**config.mk**
```make
export PLATFORM = sky130hd
export DESIGN_NAME = mfrp_seq
export DESIGN_NICKNAME = d
export VERILOG_FILES = /design/src/mfrp_pkg.sv /design/src/mfrp_seq.sv
export SDC_FILE = /design/constraint.sdc
export NUM_CORES = 1
export LEC_CHECK = 0
export BUFFER_PORTS_ARGS = -buffer_cell sky130_fd_sc_hd__buf_2
export CAP_MARGIN = 10
export CORE_UTILIZATION = 50
export CTS_CLUSTER_DIAMETER = 80
export DETAILED_ROUTE_END_ITERATION = 6
export GPL_ROUTABILITY_DRIVEN = 0
export GPL_TIMING_DRIVEN = 0
export PLACE_DENSITY = 0.69
export SETUP_SLACK_MARGIN = 0.1
export SYNTH_ARGS = -nofsm -noshare
export SYNTH_HDL_FRONTEND = slang
export SYNTH_SLANG_ARGS = --single-unit
```
**constraint.sdc**
```tcl
create_clock -name clk -period 5.25 [get_ports clk]
set_input_delay 0.2625 -clock clk [delete_from_list [all_inputs] [get_ports clk]]
set_output_delay 0.2625 -clock clk [all_outputs]
set_load 0.005 [all_outputs]
```
**src/mfrp_pkg.sv**
```systemverilog
// Shared types and codes for the monochrome frame buffer with rotated packed readout.
package mfrp_pkg;

  // Command codes carried in the operation field.
  typedef enum logic [2:0] {
    OP_SET_PIXEL = 3'd0,
    OP_CLEAR_RECT = 3'd1,
    OP_INVERT_RECT = 3'd2,
    OP_HLINE = 3'd3,
    OP_READ_WORD = 3'd4
  } op_t;

  // One command word.
  typedef struct packed {
    logic [2:0] operation;
    logic [7:0] col_a;
    logic [7:0] row_a;
    logic [7:0] col_b;
    logic [7:0] row_b;
    logic color;
    logic [10:0] word_index;
  } in_word_t;

  // One result word.
  typedef struct packed {
    logic [10:0] word_address;
    logic [15:0] word_data;
  } out_word_t;

  // Width of the output data field.
  localparam int OUT_DATA_BITS = 16;

endpackage

```
**src/mfrp_seq.sv**
```systemverilog
// Command sequencer: decodes commands, walks memory words read-modify-write, serves reads.
module mfrp_seq #(
  parameter int SIDE_PIXELS = 160,
  parameter int WORD_BITS = 16
) (
  input  logic                   clk,
  input  logic                   rst,
  input  logic                   cmd_valid,
  output logic                   cmd_ready,
  input  mfrp_pkg::in_word_t     cmd,
  input  logic                   slot_free,
  output logic                   res_push,
  output mfrp_pkg::out_word_t    res_word,
  output logic                   mem_we,
  output logic [$clog2(SIDE_PIXELS*((SIDE_PIXELS+WORD_BITS-1)/WORD_BITS))-1:0] mem_waddr,
  output logic [WORD_BITS-1:0]   mem_wdata,
  output logic                   mem_re,
  output logic [$clog2(SIDE_PIXELS*((SIDE_PIXELS+WORD_BITS-1)/WORD_BITS))-1:0] mem_raddr,
  input  logic [WORD_BITS-1:0]   mem_rdata
);

  import mfrp_pkg::*;

  localparam int WordsPerRow = (SIDE_PIXELS + WORD_BITS - 1) / WORD_BITS;
  localparam int TotalWords = SIDE_PIXELS * WordsPerRow;
  localparam int AddrW = $clog2(TotalWords);
  localparam int JW = $clog2(WordsPerRow + 1);
  localparam int PosW = $clog2(SIDE_PIXELS + 2 * WORD_BITS);
  localparam int XW = (PosW > 8) ? PosW : 8;
  localparam logic [XW-1:0] SideX = XW'(SIDE_PIXELS);
  localparam logic [XW-1:0] WordX = XW'(WORD_BITS);
  localparam logic [JW-1:0] LastJ = JW'(WordsPerRow - 1);
  localparam logic [AddrW-1:0] LastAddr = AddrW'(TotalWords - 1);

  typedef enum logic [2:0] {
    ST_CLEAR,
    ST_IDLE,
    ST_START,
    ST_SCAN,
    ST_MODIFY,
    ST_DELIVER
  } state_t;

  typedef enum logic [1:0] {
    ACT_CLEAR,
    ACT_INVERT,
    ACT_WRITE
  } act_t;

  state_t state;
  act_t act;
  logic val;
  logic [XW-1:0] col;
  logic [XW-1:0] col_end;
  logic [XW-1:0] plo;
  logic [XW-1:0] phi;
  logic [JW-1:0] j;
  logic [XW-1:0] base;
  logic [AddrW-1:0] addr;
  logic [WORD_BITS-1:0] mask_q;
  logic [10:0] res_addr;
  logic res_zero;

  // Decoded command.
  logic dec_go;
  act_t dec_act;
  logic dec_val;
  logic [XW-1:0] dec_col0;
  logic [XW-1:0] dec_col1;
  logic [XW-1:0] dec_plo;
  logic [XW-1:0] dec_phi;
  logic [XW-1:0] ca;
  logic [XW-1:0] ra;
  logic [XW-1:0] cb;
  logic [XW-1:0] rb;
  logic [XW-1:0] right_c;
  logic [XW-1:0] bot_c;
  logic [XW-1:0] lo;
  logic [XW-1:0] hi;
  logic [XW-1:0] hi_c;
  logic idx_ok;
  logic accept;

  // Per-word pixel mask and walk stepping.
  logic [WORD_BITS-1:0] mask;
  logic [XW-1:0] pos;
  logic last_j;
  logic last_col;
  logic [XW-1:0] col_inc;
  logic [31:0] data_ext;

  assign cmd_ready = (state == ST_IDLE);
  assign accept = cmd_valid && cmd_ready;

  // Map the command onto a column range, a stored bit range and an action.
  always_comb begin
    ca = XW'(cmd.col_a);
    ra = XW'(cmd.row_a);
    cb = XW'(cmd.col_b);
    rb = XW'(cmd.row_b);
    right_c = (cb > SideX) ? SideX : cb;
    bot_c = (rb > SideX) ? SideX : rb;
    lo = (cb < ca) ? cb : ca;
    hi = (cb < ca) ? ca : cb;
    hi_c = (hi > SideX) ? SideX : hi;
    idx_ok = (32'(cmd.word_index) < 32'(TotalWords));
    dec_go = 1'b0;
    dec_act = ACT_WRITE;
    dec_val = 1'b1;
    dec_col0 = ca;
    dec_col1 = ca + XW'(1);
    dec_plo = SideX - XW'(1) - ra;
    dec_phi = SideX - XW'(1) - ra;
    case (cmd.operation)
      OP_SET_PIXEL: begin
        dec_go = (ca < SideX) && (ra < SideX);
        dec_val = cmd.color;
      end
      OP_CLEAR_RECT, OP_INVERT_RECT: begin
        dec_go = (ca < right_c) && (ra < bot_c);
        dec_act = (cmd.operation == OP_CLEAR_RECT) ? ACT_CLEAR : ACT_INVERT;
        dec_col1 = right_c;
        dec_plo = SideX - bot_c;
      end
      OP_HLINE: begin
        dec_go = (ra < SideX) && (lo < hi_c);
        dec_col0 = lo;
        dec_col1 = hi_c;
      end
      default: begin
        dec_go = 1'b0;
      end
    endcase
  end

  // Bits of the current word that fall inside the stored bit range.
  always_comb begin
    for (int k = 0; k < WORD_BITS; k++) begin
      pos = base + XW'(k);
      mask[k] = (pos >= plo) && (pos <= phi) && (pos < SideX);
    end
  end

  assign last_j = (j == LastJ);
  assign col_inc = col + XW'(1);
  assign last_col = (col_inc == col_end);

  // Memory access and merge of the changed bits.
  always_comb begin
    mem_we = 1'b0;
    mem_waddr = addr;
    mem_wdata = '0;
    mem_re = 1'b0;
    mem_raddr = addr;
    case (state)
      ST_CLEAR: begin
        mem_we = 1'b1;
      end
      ST_IDLE: begin
        mem_re = accept && (cmd.operation == OP_READ_WORD) && idx_ok;
        mem_raddr = AddrW'(cmd.word_index);
      end
      ST_SCAN: begin
        mem_re = (mask != '0);
      end
      ST_MODIFY: begin
        mem_we = 1'b1;
        case (act)
          ACT_CLEAR: mem_wdata = mem_rdata & ~mask_q;
          ACT_INVERT: mem_wdata = mem_rdata ^ mask_q;
          default: mem_wdata = val ? (mem_rdata | mask_q) : (mem_rdata & ~mask_q);
        endcase
      end
      default: begin
        mem_we = 1'b0;
      end
    endcase
  end

  // Result toward the output register.
  assign data_ext = 32'(mem_rdata);
  assign res_push = (state == ST_DELIVER) && slot_free;
  assign res_word.word_address = res_addr;
  assign res_word.word_data = res_zero ? '0 : data_ext[OUT_DATA_BITS-1:0];

  // Sequencer state and walk registers.
  always_ff @(posedge clk) begin
    if (rst) begin
      state <= ST_CLEAR;
      addr <= '0;
    end else begin
      case (state)
        ST_CLEAR: begin
          addr <= addr + AddrW'(1);
          if (addr == LastAddr) begin
            state <= ST_IDLE;
          end
        end
        ST_IDLE: begin
          if (accept) begin
            act <= dec_act;
            val <= dec_val;
            col <= dec_col0;
            col_end <= dec_col1;
            plo <= dec_plo;
            phi <= dec_phi;
            res_addr <= cmd.word_index;
            res_zero <= !idx_ok;
            if (cmd.operation == OP_READ_WORD) begin
              state <= ST_DELIVER;
            end else if (dec_go) begin
              state <= ST_START;
            end
          end
        end
        ST_START: begin
          addr <= AddrW'(col * WordsPerRow);
          j <= '0;
          base <= '0;
          state <= ST_SCAN;
        end
        ST_SCAN, ST_MODIFY: begin
          if ((state == ST_SCAN) && (mask != '0)) begin
            mask_q <= mask;
            state <= ST_MODIFY;
          end else begin
            addr <= addr + AddrW'(1);
            if (last_j) begin
              j <= '0;
              base <= '0;
              col <= col_inc;
              state <= last_col ? ST_IDLE : ST_SCAN;
            end else begin
              j <= j + JW'(1);
              base <= base + WordX;
              state <= ST_SCAN;
            end
          end
        end
        ST_DELIVER: begin
          if (slot_free) begin
            state <= ST_IDLE;
          end
        end
        default: begin
          state <= ST_IDLE;
        end
      endcase
    end
  end

endmodule

```
# After elaboration in Yosys (flattened, before gate mapping)
# Cells that the tools add are included.
[classes]
addsub = 22
mul = 1
magnitude_cmp = 58
eq_ne = 19
mux = 38
bitwise_logic = 5
n_reduce_logical = 57
[op_table]
columns = ["cell", "count"]
rows = [
  ["$lt A8 B8 Y1 const B", 18],
  ["$ge A8 B8 Y1", 16],
  ["$le A8 B8 Y1", 16],
  ["$mux W8", 12],
  ["$add A8 B4 Y8 const B", 8],
  ["$mux W16", 3],
  ["$pmux W8 S2", 3],
  ["$logic_and A1 B1 Y1", 40],
  ["$pmux W11 S3", 1],
  ["$add A8 B3 Y8 const B", 4],
  ["$lt A8 B8 Y1", 4],
  ["$pmux W16 S2", 1],
  ["$add A8 B1 Y8 const B", 3],
  ["$gt A8 B8 Y1 const B", 3],
  ["$mux W11", 2],
  ["$mux W3", 6],
  ["$add A8 B2 Y8 const B", 2],
  ["$and A16 B16 Y16", 1],
  ["$not A16 Y16", 1],
  ["$or A16 B16 Y16", 1],
  ["$reduce_bool A16 Y1", 1],
  ["$sub A8 B8 Y8 const A", 2],
  ["$xor A16 B16 Y16", 1],
  ["$pmux W3 S5", 1],
  ["other kinds (32)", 50],
]
[word_totals]
reg_bits = 89
output_inout_bits = 69
wordCells = 213

# Longest topological paths before layout
# Gate-level depths: netlist of the first run.
[depth]
depth_word = 11
ltp_mapped = 21
mapped_depth_nobuf = 18

# Worst setup path before layout of the first run
# Ideal clock, no wire load.
[synth_path]
path_type = "reg2reg"
start = "register base[7]"
end = "register mask_q[0] (enable)"
setup_ps = 409
arrival_ps = 4430
setup_slack_ps = 411
stages_incl_launch_ff = 15
path_cell_list = "edfxtp_1 -> buf_2 -> buf_2 -> clkbuf_1 -> clkbuf_1 -> xor2_1 -> ha_1 -> nand3_1 -> or2_2 -> a2111oi_0 -> a32oi_1 -> nand4_1 -> nor4b_4 -> buf_6 -> nor3_1"
[synth_between]
elab_chain_cells = 7
word_cells_on_any_way = 98
[synth_lines]
columns = ["element", "line", "rtl"]
rows = [
  ["start: declaration", "mfrp_seq.sv:58", "logic [XW-1:0] base;"],
  ["start signal: assignment", "mfrp_seq.sv:235", "base <= base + WordX;"],
  ["$add A8 B1 Y8, or another cell as far along", "mfrp_seq.sv:139", "pos = base + XW'(k);"],
  ["$ge A8 B8 Y1 or $le A8 B8 Y1 (tied branches)", "mfrp_seq.sv:140", "mask[k] = (pos >= plo) && (pos <= phi) && (pos < SideX);"],
  ["$logic_and A1 B1 Y1 (2 in series)", "mfrp_seq.sv:140", ""],
  ["$reduce_bool A16 Y1 (*)", "mfrp_seq.sv:223", "if ((state == ST_SCAN) && (mask != '0)) begin"],
  ["$logic_and A1 B1 Y1 (*)", "mfrp_seq.sv:223", ""],
  ["$reduce_and A3 Y1 (no source line) (*)", "-", ""],
  ["end signal: assignment", "mfrp_seq.sv:224", "mask_q <= mask;"],
  ["end: declaration", "mfrp_seq.sv:60", "logic [WORD_BITS-1:0] mask_q;"],
]
# Every way passes the cells marked *; elsewhere a longest branch is shown, timed or not.
# A chain may end at the register's enable or synchronous reset.

# Final worst setup path of the first run
[layout_path]
start = "register base[2]"
end = "output port mem_re"
[layout_between]
elab_chain_cells = 6
word_cells_on_any_way = 97
[layout_lines]
columns = ["element", "line", "rtl"]
rows = [
  ["$add A8 B1 Y8, or another cell as far along", "mfrp_seq.sv:139", ""],
  ["$ge A8 B8 Y1 or $le A8 B8 Y1 (tied branches)", "mfrp_seq.sv:140", ""],
  ["$logic_and A1 B1 Y1 (2 in series)", "mfrp_seq.sv:140", ""],
  ["$reduce_bool A16 Y1 (*)", "mfrp_seq.sv:164", "mem_re = (mask != '0);"],
  ["$pmux W1 S2 (*)", "mfrp_seq.sv:155", "case (state)"],
  ["end: declaration", "mfrp_seq.sv:17", "output logic mem_re,"],
]
# Marks and branches as above.

==> out/metrics.cfg, run 1 <==
[synth]
synthTopCellsByCount=266 x ha_1, 121 x nor2_1, 112 x nand2_1
yosys.area.top_type=ha_1
async_flop_share_pct=0
synth.area.top_cells=ha_1 26%, edfxtp_1 18%, a21oi_1 4.2%, xnor2_1 3.5%, nor2_1 3.5%
ys_seq_elements=89
synth_most_common_cell=ha_1
yosys.cell_types.count=77
synth-warning-count=0
synth_ff_type=edfxtp_1
synth_top_cell_area_share_pct=25.9
syn_area_sq_um=12800
syn_nets=1872
synth-edff-count=75
synth-seq-area-share_pct=19.7
synthCells=1538
synth_area_per_cell_sq_um=8.35

[timing]
fin_skew_ns=0.00861
slew_viol_final=0
fmax_mhz=197
relSlewSlack_pct=33.5
worstMarginPinSlew_ns=0.997
finalSetupViolCount=0
finalHoldViolations=0
fin_crit_ns=5.08
rsz0062_at_grt=false
finalCritPeriodShare_pct=96.7

[critical_path]
worstPathRequired_ns=4.99
critPathLaunchType=register
arrival_ns=4.82
end_kind=output pin
path_class=reg -> out
crit_fanout=10
rr_worst_depth=19

[worst_hold_path]
hold_depth=1
hp-class=in -> reg

[global_routing]
antenna_found_initial=0
grt_usage_pct=30.4
grt_pass1_vias=11900
overflow=0
grt_max_degree=19
grt_pass1_wl_um=63000

[clocking]
cts-buffers-inserted=9
clk-insertion-delay-late_ns=0.36
cts_max_level=3
root_buffer=clkbuf_16
cts.sinks=89
clk_pin_slew_worst_paths_ns=0.07
cts_tree=done
max-clock-path-buffers=2

[layout]
fin_util_pct=57.6
syn_to_final_growth_pct=13.0
fin_nets=2035
antennaDiodeCount=0
drive_above_1_share_pct=15.0
final_area_sq_um=14500

[run_status]
status=finished, final reports clean

[route]
drt-total-wl_um=40100
drc=0
num_vias=12400
vias_per_cell=6.11
drtIter0Drc=1180
final_antenna_net_count=0
wire_per_inst_um=19.7
drtPass1Iterations=6

[job]
maxCapViolations=0

[floorplanning]
start_util_pct=51.0
dieWidth_um=162
die-area_sq_um=26300
rows=58
die_h_um=162
ios=136
core-area_sq_um=25200

[pwr]
powerDensity_nw_per_um2=277
p_leak_nw=6.70
ir_drop_mv=0.145

[place]
dpl_cell_area_sq_um=14000
io_buffers=134
dp_hpwl_um=30400

layer usage:
metal,track usage [%],vias up,share of wire (%)
met5,0,-,0
met4,10.6,0,3.1
met3,4.44,82,6.8
met2,50.1,506,46
met1,40.5,5846,45
li1,-,6011,-
area by class of cell:
class / count / area, sq um
clock buffers: 9 / 225
clock inverters: 7 / 72.6
inverters: 105 / 402
plain buffers: 55 / 260
fillers: 2321 / 10700
well taps: 330 / 413
multi-input cells: 1289 / 9750
repair buffers: 152 / 846
flip-flops and latches: 89 / 2530
cells in the final DEF, fill, tap and decap left out, types with 52 or more instances in the layout:
| master | instances |
|---|---|
| ha_1 | 266 |
| buf_2 | 145 |
| nor2_1 | 121 |
| nand2_1 | 111 |
| a21oi_1 | 104 |
| inv_1 | 102 |
| o21ai_0 | 82 |
| edfxtp_1 | 75 |
| nand3_1 | 64 |
| xnor2_1 | 52 |
state kept, by name, indices dropped and copies added, names as in the netlist:
register	count
act	2
base	8
col	8
col_end	8
j	4
mask_q	16
mem_waddr	11
phi	8
plo	8
res_addr	11
res_zero	1
state	3
val	1
timing repair:
item                       CTS  global route
resized for setup           15            22
hold buffers                 0             0
gates cloned                 0             0
pin swaps                    3             1
setup endpoints to repair   51            37
buffers inserted             4            10
stage by stage:
step | hold slack (ns) | setup TNS (ns) | std cells | total power [mW] | setup slack [ns]
after floorplan | 0.361 | 0 | 1538 | 2.54 | 0.411
after global placement | 0.452 | -49.59 | 2002 | 3.16 | -1.69
after detailed placement | 0.455 | -32.39 | 2006 | 3.24 | -1.04
after CTS | 0.0854 | 0 | 2026 | 3.93 | 0.103
after global routing | 0.0877 | 0 | 2036 | 4.31 | 0.0528
final | 0.0933 | 0 | 2036 | 4.02 | 0.172
cells by family (layout without fill, tap and decap cells):
family,after synthesis,after routing,synth area share (%)
flip-flops,89,89,19.7
AND/OR/NAND/NOR,478,478,18.4
AO/OA/AOI/OAI,421,421,21.8
XOR/XNOR,83,83,5.66
adder cells (fa/ha/maj),267,267,26.1
buffers and inverters,160,328,4.92
multiplexers,40,40,3.38
worst max-delay path: stages (launching register included):
cell,delay [ns]
edfxtp_1,0.49
buf_2,0.32
clkinvlp_4,0.22
ha_1,0.33
a21oi_1,0.32
o21ai_0,0.16
o21ai_0,0.26
ha_1,0.35
nand2_1,0.07
nor2_1,0.04
a211oi_1,0.26
a22oi_1,0.21
a22oi_1,0.31
nand4_1,0.14
buf_4,0.18
nor4b_4,0.36
buf_6,0.20
o22ai_1,0.08
buf_2,0.14
where the power goes:
part | switching [mW] | total [mW] | internal (mW) | leakage [nW]
sequential | 0.0708 | 0.934 | 0.863 | 0.797
clock | 0.316 | 0.652 | 0.336 | 0.143
combinational | 1.46 | 2.43 | 0.972 | 5.76
worst paths after layout:
check / start / end / slack [ns]
worst max-delay path: base[2] / mem_re / 0.17
worst min register to register: mem_waddr[10] / mem_waddr[10] / 0.58
worst max register to register: base[2] / j[2] / 0.23
worst min-delay path: cmd[1] / res_addr[1] / 0.09
(Power assumes the default switching activity.)
==> inputs of run 2 (changes only) <==
--- a/config.mk
+++ b/config.mk
@@ -8,10 +8,12 @@
 export BUFFER_PORTS_ARGS = -buffer_cell sky130_fd_sc_hd__buf_2
 export CAP_MARGIN = 10
 export CORE_UTILIZATION = 50
+export CTS_BUF_LIST = sky130_fd_sc_hd__clkbuf_4
 export CTS_CLUSTER_DIAMETER = 80
 export DETAILED_ROUTE_END_ITERATION = 6
 export GPL_ROUTABILITY_DRIVEN = 0
 export GPL_TIMING_DRIVEN = 0
+export MAX_ROUTING_LAYER = met4
 export PLACE_DENSITY = 0.69
 export SETUP_SLACK_MARGIN = 0.1
 export SYNTH_ARGS = -nofsm -noshare
==> run 2 against run 1 <==
Effect of this change:
- sequential share of layout area barely moved
- sequential cell count did not move
- design area rose by 0.17%
- critical path depth fell by 1
- utilization rose by 0.099 points
- worst setup slack improved by 0.055 ns
- total power fell by 5.9%
- non-clock buffer count rose by 18
- clock power fell by 39%
- die area did not move
- hold slack got worse by 0.059 ns
==> out/metrics.cfg, run 2 (same netlist as run 1, synthesis figures left out) <==
[clocking]
cts-buffers-inserted=9
cts_max_level=3
cts_tree=done
clk-insertion-delay-late_ns=0.48
clk_pin_slew_worst_paths_ns=0.17
max-clock-path-buffers=2
root_buffer=clkbuf_4
cts.sinks=89

[floorplanning]
die_h_um=162
die-area_sq_um=26300
start_util_pct=51.0
dieWidth_um=162
rows=58
ios=136
core-area_sq_um=25200

[timing]
worstMarginPinSlew_ns=0.988
fin_skew_ns=0.0281
relSlewSlack_pct=34.0
finalWorstSetupSlack_ns=0.227
finalCritPeriodShare_pct=95.7
finalSetupViolCount=0
finalHoldViolations=0
rsz0062_at_grt=false
final.setup.tns_ns=0
timing.hold.ws_ns=0.0348
fmax_mhz=199
fin_crit_ns=5.02
slew_viol_final=0

[pwr]
p_leak_nw=6.72
powerDensity_nw_per_um2=260
ir_drop_mv=0.132
power_mw=3.78

[job]
maxCapViolations=0

[place]
dp_slack_ns=-1.04
placed_cells_incl_taps=2006
dp_hpwl_um=30400
io_buffers=134
dpl_cell_area_sq_um=14000

[critical_path]
worstPathRequired_ns=4.99
end_kind=output pin
arrival_ns=4.76
path_class=reg -> out
critPathLaunchType=register
crit_fanout=10

[global_routing]
grt_pass1_vias=12000
grt_usage_pct=31.4
overflow=0
antenna_found_initial=0
grt_max_degree=19
grt_pass1_wl_um=63200

[route]
drtPass1Iterations=7
drtIter0Drc=1190
drc=0
final_antenna_net_count=0
num_vias=12600
drt-total-wl_um=40200
wire_per_inst_um=19.6
vias_per_cell=6.12

[layout]
syn_to_final_growth_pct=13.2
layout_common_cells=265 x ha_1, 141 x buf_2, 121 x nor2_1
fin_nets=2053
stdcell_count=2054
largest_register_ffs=16
fin_util_pct=57.7
top_register=mask_q
drive_above_1_share_pct=15.5
final_area_sq_um=14500
layout_commonest_cell=ha_1
antennaDiodeCount=0

[worst_hold_path]
hp-class=in -> reg

[run_status]
status=finished, final reports clean

-- run 2: repair_timing --
action | in CTS | in global routing
gates cloned | 0 | 0
pin swaps | 3 | 2
hold buffers | 12 | 0
endpoints found under the hold margin | 12 | 0
endpoints found under the setup margin | 51 | 37
gates resized for setup | 20 | 32
setup buffers | 7 | 13
-- run 2: layer usage --
| layer | global-route usage [%] | up-vias | wire (um) |
|---|---|---|---|
| met2 | 50.2 | 535 | 18200 |
| met3 | 4.21 | 100 | 3060 |
| met4 | 10.8 | 0 | 1360 |
| met5 | - | - | 0 |
| li1 | - | 6054 | - |
| met1 | 40.6 | 5890 | 17600 |
-- run 2: where the power goes --
group / total, mW / internal (mW) / switching (mW)
sequential: 0.933 / 0.863 / 0.0702
clock: 0.397 / 0.112 / 0.285
combinational: 2.45 / 0.986 / 1.47
total: 3.78 / 1.96 / 1.82
-- run 2: cell type report --
class | count | area [sq um]
inverters | 105 | 402
plain buffers | 55 | 279
clock inverters | 7 | 72.6
repair buffers | 170 | 986
fillers | 2323 | 10700
well taps | 330 | 413
flip-flops and latches | 89 | 2530
multi-input cells | 1289 | 9780
clock buffers | 9 | 67.6
-- run 2: worst max-delay path, cell delays in order, from the launching register on --
cell,delay (ns)
edfxtp_1,0.41
clkbuf_4,0.28
clkbuf_4,0.28
clkbuf_4,0.32
nand2_2,0.25
nor2_1,0.20
xor2_1,0.28
ha_1,0.31
nand2_1,0.08
nor2_1,0.04
a211oi_1,0.22
o21a_1,0.17
nor4_1,0.09
or4_4,0.54
nor4b_4,0.38
buf_6,0.20
o22ai_1,0.08
buf_2,0.14
-- run 2: path summary, 6_finish.rpt --
path,startpoint,slack [ns],end,cells after the start
worst max register to register,base[6],0.29,j[1],17
worst min register to register,mem_waddr[10],0.58,mem_waddr[10],2
worst min-delay path,cmd[32],0.03,phi[4],2
worst max-delay path,base[6],0.23,mem_re,17
